$ cat src/design/i2cmra_pkg.sv
`timescale 1ns / 1ps
// Shared types and constants for the I2C register access master.
// No dependencies.
package i2cmra_pkg;

   typedef enum logic [3:0] {
      ST_IDLE,
      ST_START_A,
      ST_START_B,
      ST_START_C,
      ST_ADDRW,
      ST_REG,
      ST_WDATA,
      ST_WAIT,
      ST_ADDRR,
      ST_RDATA,
      ST_STOP_A,
      ST_STOP_B
   } state_type;

   typedef enum logic [1:0] {
      OP_TICK  = 2'd0,
      OP_START = 2'd1,
      OP_BYTE  = 2'd2
   } op_type;

   localparam logic [7:0] PHASE_TICKS_RESET = 8'd10;
   localparam logic [3:0] BITS_PER_BYTE     = 4'd8;

endpackage

$ cat src/design/i2c_master_register_access.sv
`timescale 1ns / 1ps
// I2C register access master: one accepted item advances the sequencer once and
// yields one result item in the cycle after. Throughput is one item per cycle
// while results are taken; the sequencer update and the line decode sit between
// the state registers and the result register, which is held until taken.
// Synchronous reset: idle, no result pending, phase_ticks = 10.
// Depends on i2cmra_pkg.
module i2c_master_register_access (
   input  logic       clock,
   input  logic       reset,
   input  logic       req_valid,
   output logic       req_ready,
   input  logic [1:0] req_op,
   input  logic [6:0] req_dev_addr,
   input  logic [7:0] req_reg_addr,
   input  logic [7:0] req_length,
   input  logic       req_is_read,
   input  logic [7:0] req_data_byte,
   input  logic       req_sda_in,
   output logic       rsp_valid,
   input  logic       rsp_ready,
   output logic       rsp_scl,
   output logic       rsp_sda,
   output logic [7:0] rsp_read_data,
   output logic       rsp_read_valid,
   output logic       rsp_need_byte,
   output logic       rsp_done_res,
   output logic       rsp_failed,
   output logic       rsp_busy_res,
   input  logic       csr_valid,
   output logic       csr_ready,
   input  logic [7:0] csr_phase_ticks
);

   i2cmra_pkg::state_type st_ff, st_in;
   logic [3:0] bi_ff, bi_in;
   logic [7:0] sr_ff, sr_in;
   logic [7:0] bl_ff, bl_in;
   logic [7:0] tc_ff, tc_in;
   logic [6:0] ta_ff, ta_in;
   logic [7:0] ra_ff, ra_in;
   logic       rm_ff, rm_in;
   logic [7:0] pb_ff, pb_in;
   logic       pv_ff, pv_in;
   logic       hh_ff, hh_in;
   logic       fail_ff, fail_in;
   logic       rs_ff, rs_in;
   logic [7:0] phase_ticks_ff;

   logic       rsp_valid_ff;
   logic       scl_ff, sda_ff, rvalid_ff, need_ff, done_ff, failed_ff, busy_ff;
   logic [7:0] rdata_ff;

   logic       req_accept;
   logic [7:0] pt;
   logic [7:0] tc_sum;
   logic [7:0] bl_dec;
   logic [7:0] wr_left;
   logic       phase_end;
   logic       wr_next;
   logic       ev_rvalid, ev_done, ev_failed;
   logic [7:0] ev_rdata;
   logic       scl_in, sda_in;

   assign req_accept = req_valid && req_ready;
   assign req_ready  = !rsp_valid_ff || rsp_ready;
   assign csr_ready  = 1'b1;

   // sequencer next state
   always_comb begin
      st_in     = st_ff;
      bi_in     = bi_ff;
      sr_in     = sr_ff;
      bl_in     = bl_ff;
      tc_in     = tc_ff;
      ta_in     = ta_ff;
      ra_in     = ra_ff;
      rm_in     = rm_ff;
      pb_in     = pb_ff;
      pv_in     = pv_ff;
      hh_in     = hh_ff;
      fail_in   = fail_ff;
      rs_in     = rs_ff;
      ev_rvalid = 1'b0;
      ev_rdata  = 8'd0;
      ev_done   = 1'b0;
      ev_failed = 1'b0;
      phase_end = 1'b0;
      wr_next   = 1'b0;
      wr_left   = bl_ff;
      pt        = (phase_ticks_ff == 8'd0) ? 8'd1 : phase_ticks_ff;
      tc_sum    = tc_ff + 8'd1;
      bl_dec    = bl_ff - 8'd1;

      if (req_accept) begin
         unique case (req_op)
            i2cmra_pkg::OP_START: begin
               if (st_ff == i2cmra_pkg::ST_IDLE) begin
                  ta_in   = req_dev_addr;
                  ra_in   = req_reg_addr;
                  bl_in   = req_length;
                  rm_in   = req_is_read;
                  fail_in = 1'b0;
                  rs_in   = 1'b0;
                  tc_in   = 8'd0;
                  st_in   = i2cmra_pkg::ST_START_B;
               end
            end
            i2cmra_pkg::OP_BYTE: begin
               if (st_ff != i2cmra_pkg::ST_IDLE) begin
                  pb_in = req_data_byte;
                  pv_in = 1'b1;
               end
            end
            i2cmra_pkg::OP_TICK: begin
               if (st_ff == i2cmra_pkg::ST_WAIT) begin
                  if (pv_ff) begin
                     pv_in = 1'b0;
                     tc_in = 8'd0;
                     st_in = i2cmra_pkg::ST_WDATA;
                     sr_in = pb_ff;
                     bi_in = 4'd0;
                     hh_in = 1'b0;
                  end
               end else if (st_ff != i2cmra_pkg::ST_IDLE) begin
                  if (tc_sum >= pt) begin
                     tc_in     = 8'd0;
                     phase_end = 1'b1;
                  end else begin
                     tc_in = tc_sum;
                  end
               end
            end
            default: ;
         endcase
      end

      if (phase_end) begin
         unique case (st_ff)
            i2cmra_pkg::ST_START_A: st_in = i2cmra_pkg::ST_START_B;
            i2cmra_pkg::ST_START_B: st_in = i2cmra_pkg::ST_START_C;
            i2cmra_pkg::ST_START_C: begin
               st_in = rs_ff ? i2cmra_pkg::ST_ADDRR : i2cmra_pkg::ST_ADDRW;
               sr_in = {ta_ff, rs_ff};
               bi_in = 4'd0;
               hh_in = 1'b0;
            end
            i2cmra_pkg::ST_STOP_A: st_in = i2cmra_pkg::ST_STOP_B;
            i2cmra_pkg::ST_STOP_B: begin
               st_in     = i2cmra_pkg::ST_IDLE;
               pv_in     = 1'b0;
               ev_done   = 1'b1;
               ev_failed = fail_ff;
            end
            default: begin
               if (!hh_ff) begin
                  hh_in = 1'b1;
               end else if (bi_ff < i2cmra_pkg::BITS_PER_BYTE) begin
                  if (st_ff == i2cmra_pkg::ST_RDATA) begin
                     sr_in = {sr_ff[6:0], req_sda_in};
                     if (bi_ff == 4'd7) begin
                        ev_rvalid = 1'b1;
                        ev_rdata  = {sr_ff[6:0], req_sda_in};
                     end
                  end else begin
                     sr_in = {sr_ff[6:0], 1'b0};
                  end
                  bi_in = bi_ff + 4'd1;
                  hh_in = 1'b0;
               end else begin
                  // acknowledge slot just ended
                  unique case (st_ff)
                     i2cmra_pkg::ST_ADDRW: begin
                        if (req_sda_in) begin
                           fail_in = 1'b1;
                           st_in   = i2cmra_pkg::ST_STOP_A;
                        end else begin
                           st_in = i2cmra_pkg::ST_REG;
                           sr_in = ra_ff;
                           bi_in = 4'd0;
                           hh_in = 1'b0;
                        end
                     end
                     i2cmra_pkg::ST_REG: begin
                        if (rm_ff) begin
                           rs_in = 1'b1;
                           st_in = i2cmra_pkg::ST_START_A;
                        end else begin
                           wr_next = 1'b1;
                        end
                     end
                     i2cmra_pkg::ST_WDATA: begin
                        if (req_sda_in) begin
                           fail_in = 1'b1;
                           st_in   = i2cmra_pkg::ST_STOP_A;
                        end else begin
                           bl_in   = bl_dec;
                           wr_left = bl_dec;
                           wr_next = 1'b1;
                        end
                     end
                     i2cmra_pkg::ST_ADDRR: begin
                        if (bl_ff == 8'd0) begin
                           fail_in = 1'b0;
                           st_in   = i2cmra_pkg::ST_STOP_A;
                        end else begin
                           st_in = i2cmra_pkg::ST_RDATA;
                           sr_in = 8'd0;
                           bi_in = 4'd0;
                           hh_in = 1'b0;
                        end
                     end
                     default: begin
                        bl_in = bl_dec;
                        if (bl_dec == 8'd0) begin
                           fail_in = 1'b0;
                           st_in   = i2cmra_pkg::ST_STOP_A;
                        end else begin
                           st_in = i2cmra_pkg::ST_RDATA;
                           sr_in = 8'd0;
                           bi_in = 4'd0;
                           hh_in = 1'b0;
                        end
                     end
                  endcase
               end
            end
         endcase
      end

      // next write byte: stop, load the pending byte, or wait for one
      if (wr_next) begin
         if (wr_left == 8'd0) begin
            fail_in = 1'b0;
            st_in   = i2cmra_pkg::ST_STOP_A;
         end else if (pv_ff) begin
            pv_in = 1'b0;
            st_in = i2cmra_pkg::ST_WDATA;
            sr_in = pb_ff;
            bi_in = 4'd0;
            hh_in = 1'b0;
         end else begin
            st_in = i2cmra_pkg::ST_WAIT;
         end
      end
   end

   // line levels after this item
   always_comb begin
      scl_in = 1'b1;
      sda_in = 1'b1;
      unique case (st_in)
         i2cmra_pkg::ST_START_A: begin scl_in = 1'b0; sda_in = 1'b1; end
         i2cmra_pkg::ST_START_C: begin scl_in = 1'b1; sda_in = 1'b0; end
         i2cmra_pkg::ST_STOP_A:  begin scl_in = 1'b0; sda_in = 1'b0; end
         i2cmra_pkg::ST_STOP_B:  begin scl_in = 1'b1; sda_in = 1'b0; end
         i2cmra_pkg::ST_WAIT:    begin scl_in = 1'b0; sda_in = 1'b1; end
         i2cmra_pkg::ST_ADDRW, i2cmra_pkg::ST_REG, i2cmra_pkg::ST_WDATA,
         i2cmra_pkg::ST_ADDRR, i2cmra_pkg::ST_RDATA: begin
            scl_in = hh_in;
            if (bi_in >= i2cmra_pkg::BITS_PER_BYTE) begin
               // master ACKs all read bytes but the last
               sda_in = !(st_in == i2cmra_pkg::ST_RDATA && bl_in > 8'd1);
            end else if (st_in == i2cmra_pkg::ST_RDATA) begin
               sda_in = 1'b1;
            end else begin
               sda_in = sr_in[7];
            end
         end
         default: begin scl_in = 1'b1; sda_in = 1'b1; end
      endcase
   end

   always_ff @(posedge clock) begin
      if (reset) begin
         st_ff          <= i2cmra_pkg::ST_IDLE;
         bi_ff          <= 4'd0;
         sr_ff          <= 8'd0;
         bl_ff          <= 8'd0;
         tc_ff          <= 8'd0;
         ta_ff          <= 7'd0;
         ra_ff          <= 8'd0;
         rm_ff          <= 1'b0;
         pb_ff          <= 8'd0;
         pv_ff          <= 1'b0;
         hh_ff          <= 1'b0;
         fail_ff        <= 1'b0;
         rs_ff          <= 1'b0;
         phase_ticks_ff <= i2cmra_pkg::PHASE_TICKS_RESET;
         rsp_valid_ff   <= 1'b0;
      end else begin
         st_ff   <= st_in;
         bi_ff   <= bi_in;
         sr_ff   <= sr_in;
         bl_ff   <= bl_in;
         tc_ff   <= tc_in;
         ta_ff   <= ta_in;
         ra_ff   <= ra_in;
         rm_ff   <= rm_in;
         pb_ff   <= pb_in;
         pv_ff   <= pv_in;
         hh_ff   <= hh_in;
         fail_ff <= fail_in;
         rs_ff   <= rs_in;
         if (csr_valid && csr_ready) begin
            phase_ticks_ff <= csr_phase_ticks;
         end
         if (req_accept) begin
            rsp_valid_ff <= 1'b1;
         end else if (rsp_ready) begin
            rsp_valid_ff <= 1'b0;
         end
      end
   end

   // result register, loaded once per accepted item
   always_ff @(posedge clock) begin
      if (req_accept) begin
         scl_ff    <= scl_in;
         sda_ff    <= sda_in;
         rdata_ff  <= ev_rdata;
         rvalid_ff <= ev_rvalid;
         need_ff   <= (st_in == i2cmra_pkg::ST_WAIT) && !pv_in;
         done_ff   <= ev_done;
         failed_ff <= ev_failed;
         busy_ff   <= (st_in != i2cmra_pkg::ST_IDLE);
      end
   end

   assign rsp_valid      = rsp_valid_ff;
   assign rsp_scl        = scl_ff;
   assign rsp_sda        = sda_ff;
   assign rsp_read_data  = rdata_ff;
   assign rsp_read_valid = rvalid_ff;
   assign rsp_need_byte  = need_ff;
   assign rsp_done_res   = done_ff;
   assign rsp_failed     = failed_ff;
   assign rsp_busy_res   = busy_ff;

endmodule
$ cat config.mk
export PLATFORM = sky130hd
export DESIGN_NAME = i2c_master_register_access
export DESIGN_NICKNAME = d
export VERILOG_FILES = /design/src/design/i2cmra_pkg.sv /design/src/design/i2c_master_register_access.sv
export SDC_FILE = /design/constraint.sdc
export NUM_CORES = 1
export LEC_CHECK = 0
export BUFFER_PORTS_ARGS = -buffer_cell sky130_fd_sc_hd__buf_4
export CORE_ASPECT_RATIO = 1.75
export CORE_MARGIN = 3
export CORE_UTILIZATION = 52
export CTS_CLUSTER_SIZE = 25
export DETAILED_ROUTE_END_ITERATION = 8
export GPL_TIMING_DRIVEN = 0
export PLACE_DENSITY = 0.74
export SLEW_MARGIN = 20
export SYNTH_ARGS = -nofsm -noshare
export SYNTH_HDL_FRONTEND = slang
export SYNTH_SLANG_ARGS = --single-unit
$ cat constraint.sdc
create_clock -name clock -period 3.6 [get_ports clock]
set_input_delay 0.72 -clock clock [delete_from_list [all_inputs] [get_ports clock]]
set_output_delay 0.72 -clock clock [all_outputs]
set_load 0.005 [all_outputs]
### Word-level counts from Yosys, hierarchy flattened

Cells that the tools add are included.

* bits in registers: 84
* logic and storage cells: 231
* memory bits (writable): 0
* memories: 0
* input port bits: 48
* output and inout port bits: 18
* bits in latches: 0
* ROM bits: 0

* $mul: 0
* $lt $le $gt $ge: 4
* bitwise logic cells: 5
* reduce and logical (&&, ||, !) cells: 31
* shift operators: 0
* equality and inequality tests: 27
* add/sub/neg operators: 3
* muxes and demuxes: 138
* div/mod/pow operators: 0

Operators by type and width (count)
* $mux 8: 33
* $mux 4: 26
* $mux 1: 61
* $pmux 8 s2: 3
* $eq 4x3->1 const B: 9
* $eq 4x4->1 const B: 8
* $logic_not 8->1: 4
* $pmux 8 s3: 1
* $pmux 4 s5: 1
* $pmux 4 s2: 2
* $pmux 4 s4: 1
* $eq 4x2->1 const B: 3
* $pmux 4 s3: 1
* $pmux 1 s2: 5
* $reduce_or 10->1: 1
* $reduce_or 5->1: 2
* $reduce_or 3->1: 3
* $reduce_or 9->1: 1
* $add 8x1->8 const B: 1
* $eq 4x1->1 const B: 2
* $ge 8x8->1: 1
* $gt 8x1->1 const B: 1
* $reduce_bool 4->1: 2
* $sub 8x1->8 const B: 1
* other kinds (21): 35

### Longest topological paths before layout

* depth in word-level cells: 17
* depth in mapped cells: 15

### Worst setup path after synthesis

Ideal clock, no wire load.

* path type: register to register
* from: register tc_ff[0]
* to: register scl_ff (netlist: rsp_scl) (data pin)
* arrival: 3.399 ns
* setup slack: -0.060 ns
* cell stages (with the launch flop): 15
* buffers on the path: 0
* period minus slack after synthesis: 3.660 ns
* data required time: 3.339 ns
* cell sequence: dfxtp_1 > and3_1 > and3_1 > nand3_1 > xnor2_1 > ha_1 > nand2_1 > or3_1 > o221a_2 > a2111o_1 > a21oi_2 > nand2_1 > a21oi_1 > o21ai_0 > a221o_1

* word-level cells in the longest chain between the ends: 14

RTL lines
* start: declaration: RTL line i2c_master_register_access.sv:39 `logic [7:0] tc_ff, tc_in;`
* start signal: assignment: RTL line i2c_master_register_access.sv:296 `tc_ff <= tc_in;`
* $add 8x1->8 *: RTL line i2c_master_register_access.sv:92 `tc_sum = tc_ff + 8'd1;`
* $ge 8x8->1 *: RTL line i2c_master_register_access.sv:126 `if (tc_sum >= pt) begin`
* $mux 1 *: RTL line i2c_master_register_access.sv:126
* $mux 1 *: RTL line i2c_master_register_access.sv:125 `end else if (st_ff != i2cmra_pkg::ST_IDLE) begin`
* $mux 1 *: RTL line i2c_master_register_access.sv:116 `if (st_ff == i2cmra_pkg::ST_WAIT) begin`
* $mux 1 *: RTL line i2c_master_register_access.sv:96 `unique case (req_op)`
* $mux 1 *: RTL line i2c_master_register_access.sv:95 `if (req_accept) begin`
* $mux 8: RTL line i2c_master_register_access.sv:138 `if (phase_end) begin`
* $logic_not 8->1: RTL line i2c_master_register_access.sv:233 `if (wr_left == 8'd0) begin`
* $mux 4: RTL line i2c_master_register_access.sv:233
* $mux 4: RTL line i2c_master_register_access.sv:232 `if (wr_next) begin`
* $eq 4x4->1 (tied with other cells): RTL line i2c_master_register_access.sv:252 `unique case (st_in)`
* $reduce_or 5->1 or $reduce_or 3->1 (tied branches)
* $pmux 1 s2 *: RTL line i2c_master_register_access.sv:252
* via scl_in: RTL line i2c_master_register_access.sv:63 `logic scl_in, sda_in;`
* end signal: assignment: RTL line i2c_master_register_access.sv:319 `scl_ff <= scl_in;`
* end: declaration: RTL line i2c_master_register_access.sv:51 `logic scl_ff, sda_ff, rvalid_ff, need_ff, done_ff, failed_ff, busy_ff;`

Mark *: on every way through the listed nets, which the timed path passes. The rest lies on a longest branch.
A chain may end at the register's enable or synchronous reset.

### Worst setup path in the final report

* from: register tc_ff[0]
* to: register sda_ff (netlist: rsp_sda) (data pin)

* word-level cells in the longest chain between the ends: 16

RTL lines
* $add 8x1->8 *: RTL line i2c_master_register_access.sv:92
* $ge 8x8->1 *: RTL line i2c_master_register_access.sv:126
* $mux 1 *: RTL line i2c_master_register_access.sv:126
* $mux 1 *: RTL line i2c_master_register_access.sv:125
* $mux 1 *: RTL line i2c_master_register_access.sv:116
* $mux 1 *: RTL line i2c_master_register_access.sv:96
* $mux 1 *: RTL line i2c_master_register_access.sv:95
* branches (longest 8 deep; another with $ge 4x4->1)
* $pmux 1 s2 *: RTL line i2c_master_register_access.sv:252
* via sda_in: RTL line i2c_master_register_access.sv:63
* end signal: assignment: RTL line i2c_master_register_access.sv:320 `sda_ff <= sda_in;`
* end: declaration: RTL line i2c_master_register_access.sv:51

Mark *: on every way through the listed nets, which the timed path passes.

==> metrics.md <==
| Metric | Value |
|---|---|
| Hold path startpoint | ra_ff[4]$_SDFFE_PP0P_ |
| Clock power share | 0.436 |
| Crit Path Class | flop to flop |
| Starting Density | 0.534 |
| Yosys warnings | 0 |
| #FFs+latches synth | 84 |
| Drt first-iter violations | roughly 450 |
| Hold/Removal Path Class | flop to flop |
| Via count | 5173 |
| CTS sink count | between 80 and 90 |
| Hold slack | approximately 0.46 ns |
| Global-route wire length before repair | 26.0 mm |
| Final wirelength | roughly 16 mm |
| RSZ-0062 raised after global routing | yes |
| Post-route minimum period | ~3.8 ns |
| Fin util | 0.682 |
| Synth-to-Final Area Change | 27.7% |
| # diodes | 0 |
| CTS tree | built |
| Hold-fix buffers, CTS | 0 |
| Required time worst endpoint | between 3 and 4 ns |
| Leak Pwr | about 2.5 nW |
| Largest net degree at the start of global routing | 17 |
| Final non-filler cell total | ~820 |
| Final WS setup | -0.202 ns |
| Commonest cells post-synth | 79 x nor2_1, 78 x nand2_1, 69 x dfxtp_1, 38 x a21oi_1, 31 x clkbuf_1 |
| Routability cong. | ~1 |
| Combinational share of power | 0.117 |
| Core area | around 9000 um^2 |
| Final hold violation count | 0 |
| Final net count | between 700 and 800 |
| Peak supply drop | approximately 0.00031 V |
| Synth top area cells | dfxtp_1 28%, edfxtp_1 9.3%, nor2_1 6.1%, nand2_1 6.0%, a21oi_1 3.9% |
| Primary flip-flop cell chosen by synthesis mapping | dfxtp_1 |
| Ys async rst share | 0 |
| Port Buffer Count | 63 |
| Design Power | approximately 0.0022 W |
| Clock transition at the registers of the reported paths | about 0.07 ns |
| Max_cap viols | 0 |
| DR WL/cell | about 20 um |
| Grt ovf | 0 |
| Critical path capture point type | flop |
| NetSw | 0.000584 W |
| RR Startpoint | tc_ff[0]$_SDFFE_PP0P_ |
| Slew Viols, Final | 0 |
| Crit path max fanout | 6 |
| Detail Placement HPWL | ~12 mm |
| Run status | complete, but fails checks |
| Clk root buf | clkbuf_16 |
| Netlist Area Pre-Place | roughly 4900 um^2 |
| CP max stage delay | between 0.3 and 0.4 ns |
| Slew @ Worst Pin | about 0.90 ns |
| DRC Markers | 0 |
| Syn_area_per_cell | 8.05 um^2 |
| EDFF count, synth | 15 |
| Number of placement rows | 46 |
| Setup TNS | -0.235 ns |
| Power per cell area | 359 nW/um^2 |
| Distinct cells, synth | 78 |
| Post-Syn Instances | approximately 600 |
| DIE AREA | about 11000 um^2 |
| Antenna-violating nets left | 0 |
| Most used cell, CP | and3_4 |
| Slew headroom | 0.398 |
| Crit path from | tc_ff[0]$_SDFFE_PP0P_ |
| Pre-antenna DRT Iters | 5 |
| Syn_nets | ~660 |
| Worst setup SP type | flop |
| Data arrival, critical path | just under 4 ns |
| Sequential fraction of the synthesis area | 0.377 |
| Most numerous cell in the Yosys netlist | nor2_1 |
| Clk Latency, worst-skew pair | roughly 0.35 ns |
| Internal power | between 0.0015 and 0.002 W |
| DIE WIDTH | roughly 79 um |
| Fin Clk Skew | 0.00846 ns |
| Final setup viols | 2 |
| Fin crit share | 1.06 |
| Vias in the first global route | about 5100 |
| Flop pwr share | 0.447 |
| Share of layout cells above drive strength 1 | 0.226 |
| Sw frac | 0.263 |
| Ports | 66 |
| Initial antenna violation count | 0 |
| Fmax achieved | 263 MHz |
| Total Routing Usage GR | 0.315 |
| Clock Tree Buf Depth | 2 |
| CTS Buf Count | 9 |
| Violated checks | setup timing |
| # placed instances | roughly 790 |
| CP Cell Sequence | and3_4, and3_4, buf_6, xor2_2, ha_1, nand2_1, or3_4, o221a_4, a2111o_1, a211o_1, o211ai_1, mux2i_1, and3_4, o311ai_2 |
| DR vias/cell | 6.29 |
| Slowest CP cell | or3_4 |
| H-Tree Depth | 3 |
| Die Y | around 130 um |
| Synth top area share | 0.284 |
| Largest area contributor in the netlist | dfxtp_1 |
==> cell type report <==
cell class / instances / area (um^2)
well taps: 120 / 150
fillers: 842 / 2890
multi-input cells: 463 / 3030
repair buffers: 84 / 638
plain buffers: 37 / 163
clock buffers: 9 / 225
inverters: 19 / 71.3
flip-flops and latches: 84 / 1840
clock inverters: 7 / 81.3
==> placed cells by master (no fill, tap or decap), types with 4 or more instances in the layout <==
cell type	Yosys	routed
edfxtp_1	15	15
a22oi_1	19	19
o2bb2ai_1	8	7
nand3b_1	6	6
mux2i_1	15	15
xnor2_1	5	4
o211ai_1	7	7
a211oi_1	8	7
a31oi_1	5	4
dfxtp_1	69	66
a32oi_1	4	4
or3_1	6	5
ha_1	12	10
o21ai_1	2	4
nor2b_1	6	6
buf_6	1	4
inv_1	19	19
nand2b_1	5	5
o21ai_0	30	27
and3_1	8	5
clkbuf_16	0	9
a21oi_1	38	37
a211o_1	5	4
nor4_1	4	4
nand2_1	78	75
nand3_1	11	7
nor2_1	79	74
buf_4	1	83
nor3_1	21	19
clkbuf_1	31	29
and2_1	10	10
nor2_2	0	4
nand4_1	7	7
==> power by group through the flow <==
stage	Clock, W	Sequential, W	Combinational, W
final	0.000970	0.000993	0.000261
after global routing	0.00100	0.000995	0.000282
after CTS	0.000976	0.000993	0.000251
after detailed placement	0	0.00101	0.000225
after global placement	0	0.00101	0.000221
after floorplan	0	0.00101	0.000122
==> cells by family (layout without fill, tap and decap cells) <==
family | after synthesis | in the layout | share of synthesized area
and+or+nand+nor | 261 | 261 | 0.260
buffers and inverters | 56 | 156 | 0.0464
muxes | 15 | 15 | 0.0309
AOI/OAI and AO/OA | 165 | 165 | 0.238
xor gates and xnor gates | 9 | 9 | 0.0162
DFF | 84 | 84 | 0.377
adders and majority gates | 12 | 12 | 0.0309
other | 1 | 1 | 0.000772
==> sequential cells by signal, indices dropped and copies added, names as in the netlist, 7 cells and up <==
register / cells
bl_ff: 8
pb_ff: 8
phase_ticks_ff: 8
ra_ff: 8
rsp_read_data: 8
sr_ff: 8
tc_ff: 8
ta_ff: 7
==> layer usage <==
layer  wire, um  GRT usage
met4       1190      0.219
met5          0          0
met1       5860      0.355
met2       8190      0.536
met3       1010     0.0491
==> path summary, 6_finish.rpt <==
path	end	slack (ns)	cells past startpoint
worst max register to register	rsp_sda$_DFFE_PP_	-0.20	14
worst min register to register	ra_ff[4]$_SDFFE_PP0P_	0.46	2
worst max-delay path	rsp_sda$_DFFE_PP_	-0.20	14
worst min-delay path	ra_ff[4]$_SDFFE_PP0P_	0.46	2
==> repair_timing <==
item,in CTS,in global routing
buffers inserted,16,8
cloned,0,0
endpoints found under the setup margin,34,23
pin swaps,17,12
gates resized for setup,38,24
==> metrics by stage <==
stage | cell area, um^2 | setup WS, ns
2_1_floorplan | 4870 | 0.0177
3_3_place_gp | 5490 | -0.746
3_5_place_dp | 5490 | -0.855
4_1_cts | 6100 | -0.165
5_1_grt | 6200 | -0.253
6_report | 6200 | -0.202
==> critical path, delay by kind of cell, from the launching register on <==
family	cells	cell delay, ns
muxes	1	0.33
buffers and inverters	1	0.12
AOI/OAI and AO/OA	5	1.21
xor gates and xnor gates	1	0.14
DFF	1	0.35
adders and majority gates	1	0.31
and+or+nand+nor	5	1.07
No activity file was read; power rests on OpenSTA's default activity.
